[src/design/sel_pkg.sv]
package sel_pkg;

  localparam int CAPACITY = 64;
  localparam int CNT_W    = $clog2(CAPACITY + 1);

  localparam logic KIND_INSERT = 1'b0;
  localparam logic KIND_DELETE = 1'b1;

  localparam logic [1:0] STATUS_DONE      = 2'd0;
  localparam logic [1:0] STATUS_FULL      = 2'd1;
  localparam logic [1:0] STATUS_NOT_FOUND = 2'd2;

  typedef logic [CNT_W-1:0] cnt_t;

  typedef struct packed {
    logic        kind;
    logic [7:0]  node_i;
    logic [7:0]  node_j;
    logic [15:0] cost;
  } req_t;

  typedef struct packed {
    logic [1:0]  status;
    logic [6:0]  entry_total;
    logic        head_valid;
    logic [7:0]  head_node_i;
    logic [7:0]  head_node_j;
    logic [15:0] head_cost;
  } rsp_t;

  typedef struct packed {
    logic [7:0]  node_i;
    logic [7:0]  node_j;
    logic [15:0] cost;
  } edge_t;

  // operation walking down the cell chain
  // flag: insert still carries a live edge / delete has matched and pulls left
  typedef struct packed {
    logic  vld;
    logic  kind;
    logic  reject;
    logic  flag;
    edge_t carry;
  } tok_t;

endpackage

[src/design/sel_cell.sv]
module sel_cell (
  input  logic           clk,
  input  logic           rst,
  input  logic           adv,
  input  logic           occ,
  input  sel_pkg::tok_t  tok_in,
  input  sel_pkg::edge_t right,
  output sel_pkg::tok_t  tok_out,
  output sel_pkg::edge_t slot
);

  sel_pkg::tok_t  tok_next;
  sel_pkg::edge_t slot_next;

  always_comb begin
    tok_next  = tok_in;
    slot_next = slot;
    if (tok_in.vld && !tok_in.reject) begin
      if (tok_in.kind == sel_pkg::KIND_INSERT) begin
        // carried edge goes ahead of equal costs, displaced edge moves on
        if (tok_in.flag && (!occ || slot.cost >= tok_in.carry.cost)) begin
          slot_next      = tok_in.carry;
          tok_next.carry = slot;
          tok_next.flag  = occ;
        end
      end else begin
        if (tok_in.flag || (occ && slot == tok_in.carry)) begin
          slot_next     = right;
          tok_next.flag = 1'b1;
        end
      end
    end
  end

  always_ff @(posedge clk) begin
    if (rst) begin
      tok_out.vld <= 1'b0;
    end else if (adv) begin
      tok_out <= tok_next;
      slot    <= slot_next;
    end
  end

endmodule

[config.mk]
export PLATFORM = sky130hd
export DESIGN_NAME = sel_cell
export DESIGN_NICKNAME = d
export VERILOG_FILES = /design/src/design/sel_pkg.sv /design/src/design/sel_cell.sv
export SDC_FILE = /design/constraint.sdc
export NUM_CORES = 1
export LEC_CHECK = 0
export BUFFER_PORTS_ARGS = -buffer_cell sky130_fd_sc_hd__buf_4
export CORE_ASPECT_RATIO = 1.1
export CORE_UTILIZATION = 53
export DETAILED_ROUTE_END_ITERATION = 6
export PLACE_DENSITY_LB_ADDON = 0.25
export SYNTH_ARGS = -nofsm -noshare
export SYNTH_HDL_FRONTEND = slang
export SYNTH_SLANG_ARGS = --single-unit
[constraint.sdc]
create_clock -name clk -period 11.6 [get_ports clk]
set_input_delay 1.16 -clock clk [delete_from_list [all_inputs] [get_ports clk]]
set_output_delay 1.16 -clock clk [all_outputs]
set_load 0.01 [all_outputs]
# Yosys cells after proc, flatten, opt, wreduce, memory -nomap -nowiden
# Cells that the tools add are included.
[classes]
add_sub_neg = 0
div_mod_pow = 0
muxes = 8
n_bitwise = 1
n_eq_ne = 2
n_mul = 0
shift = 0
reduce_logical = 10
magnitude_cmp = 1
[op_table]
columns = ["operator", "n"]
rows = [
  ["$mux W32", 4],
  ["$mux W33", 2],
  ["$eq A32 B32 Y1", 1],
  ["$ge A16 B16 Y1", 1],
  ["$reduce_and A5 Y1", 1],
  ["$logic_and A1 B1 Y1", 3],
  ["$logic_not A1 Y1", 2],
  ["$logic_or A1 B1 Y1", 2],
  ["$mux W1", 2],
  ["$ne A2 B1 Y1 const B", 1],
  ["$reduce_and A2 Y1", 1],
  ["$reduce_bool A2 Y1", 1],
  ["$not A1 Y1", 1],
]
[totals]
latchBits = 0
output_inout_bits = 68
elab_cells = 32
romBits = 0
mem_bits_rw = 0
ff_bits = 68
n_memories = 0

# Longest topological paths before layout
[depth]
depth_word = 6
depth_mapped = 8
depth_no_buf = 7

# Worst setup path before layout
# OpenSTA, ideal clock, no wires.
[synth_path]
path_type = "input -> register"
start = "input port rst"
end = "register slot[0] (netlist name) (enable)"
cell_stages = 2
t_arrival_ps = 5279
setup_slack_ps = 5851
path_buffers = 0
t_required_ps = 11130
setup_time_ps = 470
cell_sequence = "nor2b_1 > a21boi_0"
[synth_between]
elab_chain_cells = 2
[synth_lines]
columns = ["item", "line_no", "text"]
rows = [
  ["from (decl)", "sel_cell.sv:3", "input logic rst,"],
  ["$not A1 Y1 (no line)", "-", ""],
  ["$reduce_and A5 Y1 (no line)", "-", ""],
  ["to (signal assigned)", "sel_cell.sv:40", "slot <= slot_next;"],
  ["to (decl)", "sel_cell.sv:9", "output sel_pkg::edge_t slot"],
]
# No other way between the ends.
# A chain may end at the register's enable or synchronous reset.

# Worst setup path in the final report
[layout_path]
start = "input port tok_in[13] (netlist name)"
end = "register slot[1] (netlist name) (enable)"
[layout_between]
elab_chain_cells = 5
word_cells_on_any_way = 9
classes_between = "order compare (1); eq/ne (2); reduce/logical (6)"
[layout_lines]
columns = ["item", "line_no", "text"]
rows = [
  ["from (decl)", "sel_cell.sv:6", "input sel_pkg::tok_t tok_in,"],
  ["$ge A16 B16 Y1 or $eq A32 B32 Y1 (tied branches)", "sel_cell.sv:21, sel_cell.sv:27", ""],
  ["$logic_or A1 B1 Y1 or $logic_and A1 B1 Y1 (tied branches)", "sel_cell.sv:21, sel_cell.sv:27", ""],
  ["$logic_and A1 B1 Y1 or $logic_or A1 B1 Y1 (tied branches)", "sel_cell.sv:21, sel_cell.sv:27", ""],
  ["$reduce_bool A2 Y1 (no line) or $ne A2 B1 Y1 (tied branches)", "-", ""],
  ["$reduce_and A5 Y1 (no line) *", "-", ""],
]
# Every way passes the cells marked *; elsewhere a longest branch is shown, timed or not.

==> impl_results.md <==
- Avg Cell Area, Syn: about 15 um2
- CP Capture Type: flip-flop
- Dpl hpwl: roughly 5700 um
- CTS buffer count: 9
- Area Growth Syn to Fin: 35.3%
- Hold Vio Cnt, Final: 0
- Ratio of cells with drive above 1 in the final layout: between 50 and 60%
- EDFF count, synth: between 60 and 70
- Initial antenna violation count: 0
- Post-DRT Antenna Nets: 0
- Via count: about 2500
- Initial core utilization: a little over half
- Clk_skew: 0.00957 ns
- Reg-to-Reg End: slot[1]
- Routability cong.: about 0.76
- DRT Pass-1 Iters: 4
- Hold_buf cts: 0
- Max-cap violations: 0
- R2r worst-path depth: 6
- Post-Synthesis Cell Area: ~0.0036 mm2
- Worst Hold Endpoint: tok_out[35]
- Die ar.: around 0.0071 mm2
- Ys async rst share: 0%
- Fillers: between 400 and 500
- Row cnt: 31
- Post-synth top area share: roughly 56%
- Cell Pwr Density: about 110 mW/mm2
- Final Net Count: about 480
- Gr usage total: between 20% and 30%
- Hold Path Depth: 2
- Die height: slightly below 90 um
- IO Pins: 140
- Crit-path max FO: 32
- ANT cells: 0
- CTS sink count: 68
- Min Tclk post-route: 3.61 ns
- Tightest Pin Transition: 1.10 ns
- Hold_sp: tok_out[35]
- Leakage power total: 2.05 nW
- Cell taking the most area after synthesis: edfxtp_1
- YS warnings: 0
- R2R setup slack: 8.47 ns
- Max-slew violation count: 0
- Vias per std cell: ~5.3
- WL per Instance: ~16 um
- Total gr overflow: 0
- Clk buf depth: 2
- Worst Hold Class: reg2reg
- RSZ-0062 raised after global routing: no
- Post-synth top flop: edfxtp_1
- Reg-to-reg startpoint: slot[13]
- Clk_lat worst skew: around 0.33 ns
- Clock root buffer: clkbuf_8
- CP Cell Sequence: buf_4 > inv_1 > ha_1 > nand4_1 > or2_2 > a211oi_1 > o311ai_0 > a21boi_4
- Arrival time of the worst setup path: 3.56 ns
- Htree depth: 3
- Mapped Cells: 246
- Data required, critical path: approximately 12 ns
- Area of the core: roughly 0.0066 mm2
- Port buffer count: 139
- Peak supply drop: 0.0679 mV
- Post-Route WL: between 7000 and 8000 um
- Number of remaining DRC errors: 0
- # resized after CTS: 0
- Max Clk Rate: about 280 MHz
- Largest net degree at the start of global routing: between 50 and 60
- CP max stage delay: approximately 0.93 ns
- Outcome: finished clean
- Die X: 80.4 um
- TritonCTS clock tree: yes
- First-pass GRT wire length: approximately 12000 um
- Critical path's slowest cell: a21boi_4
- Part of the Yosys area used for sequential elements: between 50 and 60%
- Final period util: 31.1%
- Fin Hold WS: roughly 0.56 ns
- Setup violators final: 0
- Synthesized flop and latch total: 68
- Syn Nets: ~330
- Worst-path clk slew: around 0.070 ns
- Slew headroom: 26.8%
- Final setup TNS: 0 ns
- Starting DRT DRC Count: slightly above 90
- Synth cell types: 30
- Worst setup path class: in2reg
- Vias in the first global route: about 2500
- Ranking of synthesized cells by area: edfxtp_1 (56%), mux2_4 (13%), mux2_2 (6.0%)
- Setup Fix Bufs, Post-CTS: 0
- Crit start category: input port
worst max-delay path, delay by kind of cell:
kind / cells / cell delay, ns
AOI/OAI and AO/OA: 3 / 1.49
and+or+nand+nor: 2 / 0.48
adders and majority gates: 1 / 0.29
buffers and inverters: 2 / 0.12
cells by family after synthesis:
| group | share of synthesized area (%) |
|---|---|
| fa+ha+maj | 5.59 |
| compound gates | 5.87 |
| mux | 18.8 |
| flops | 56.7 |
| xor+xnor | 3.91 |
| simple gates | 4.92 |
| buf+inv | 4.19 |
where the power goes:
group          switching [mW]  leakage, nW  internal [mW]
logic                  0.0326         1.33         0.0453
clock network          0.0859       0.0939         0.0963
registers             0.00311        0.627          0.280
total                   0.122         2.05          0.422
cells in the mapped netlist (all sizes together) (3+ instances only):
cell type / instances
edfxtp: 67
mux2: 49
inv: 19
o21ai: 18
nand2: 17
ha: 16
xnor2: 16
nand4: 8
buf: 5
nor2: 4
a211oi: 3
a21oi: 3
clkbuf: 3
nor2b: 3
layer usage:
metal | routed length (um) | GRT usage, % | up-vias
li1 | - | - | 1202
met5 | 0 | 0 | -
met4 | 205 | 11.9 | 0
met1 | 3110 | 26.7 | 1195
met2 | 4120 | 39.7 | 92
met3 | 381 | 4.02 | 18
cell usage in the layout, fill, tap and decap left out, drive strengths merged, types with 2 or more instances in the layout:
cell type / count
a211oi: 3
a21oi: 3
buf: 139
clkbuf: 9
clkinv: 5
edfxtp: 67
ha: 16
inv: 19
mux2: 49
nand2: 17
nand3: 2
nand4: 8
nor2: 4
nor2b: 3
nor4: 2
o21ai: 18
xnor2: 16
stage by stage:
| step | cells | cell area, um2 | worst slack, ns | total power, mW | util, % |
|---|---|---|---|---|---|
| detailed placement | 459 | 4670 | 7.61 | 0.367 | 71.2 |
| finish | 474 | 4850 | 7.99 | 0.544 | 74.0 |
| CTS | 474 | 4850 | 7.97 | 0.549 | 74.0 |
| global route | 474 | 4850 | 7.81 | 0.563 | 74.0 |
| global placement | 459 | 4670 | 7.73 | 0.365 | 71.2 |
| floorplan | 246 | 3580 | 5.85 | 0.328 | - |
cell type report:
type | instances | area, um2 | share of cell area (%)
Sequential cell | 68 | 2030 | 41.9
Multi-Input combinational cell | 151 | 1420 | 29.3
Timing Repair Buffer | 139 | 1040 | 21.5
Clock buffer | 9 | 124 | 2.55
Tap cell | 82 | 103 | 2.12
Inverter | 19 | 71.3 | 1.47
Clock inverter | 6 | 56.3 | 1.16
registers in the layout, summed over array words and instances (netlist names):
signal	cells
slot	32
tok_out	36
worst max path at each step:
stage                from        to  slack (ns)  cells past startpoint
2_1_floorplan         rst   slot[0]        5.85                      2
3_3_place_gp   tok_in[13]  slot[23]        7.73                      8
3_5_place_dp   tok_in[13]  slot[23]        7.61                      8
4_1_cts        tok_in[13]   slot[3]        7.97                      8
5_1_grt        tok_in[13]  slot[15]        7.81                      8
6_report       tok_in[13]   slot[1]        7.99                      8
(Power assumes the default switching activity.)
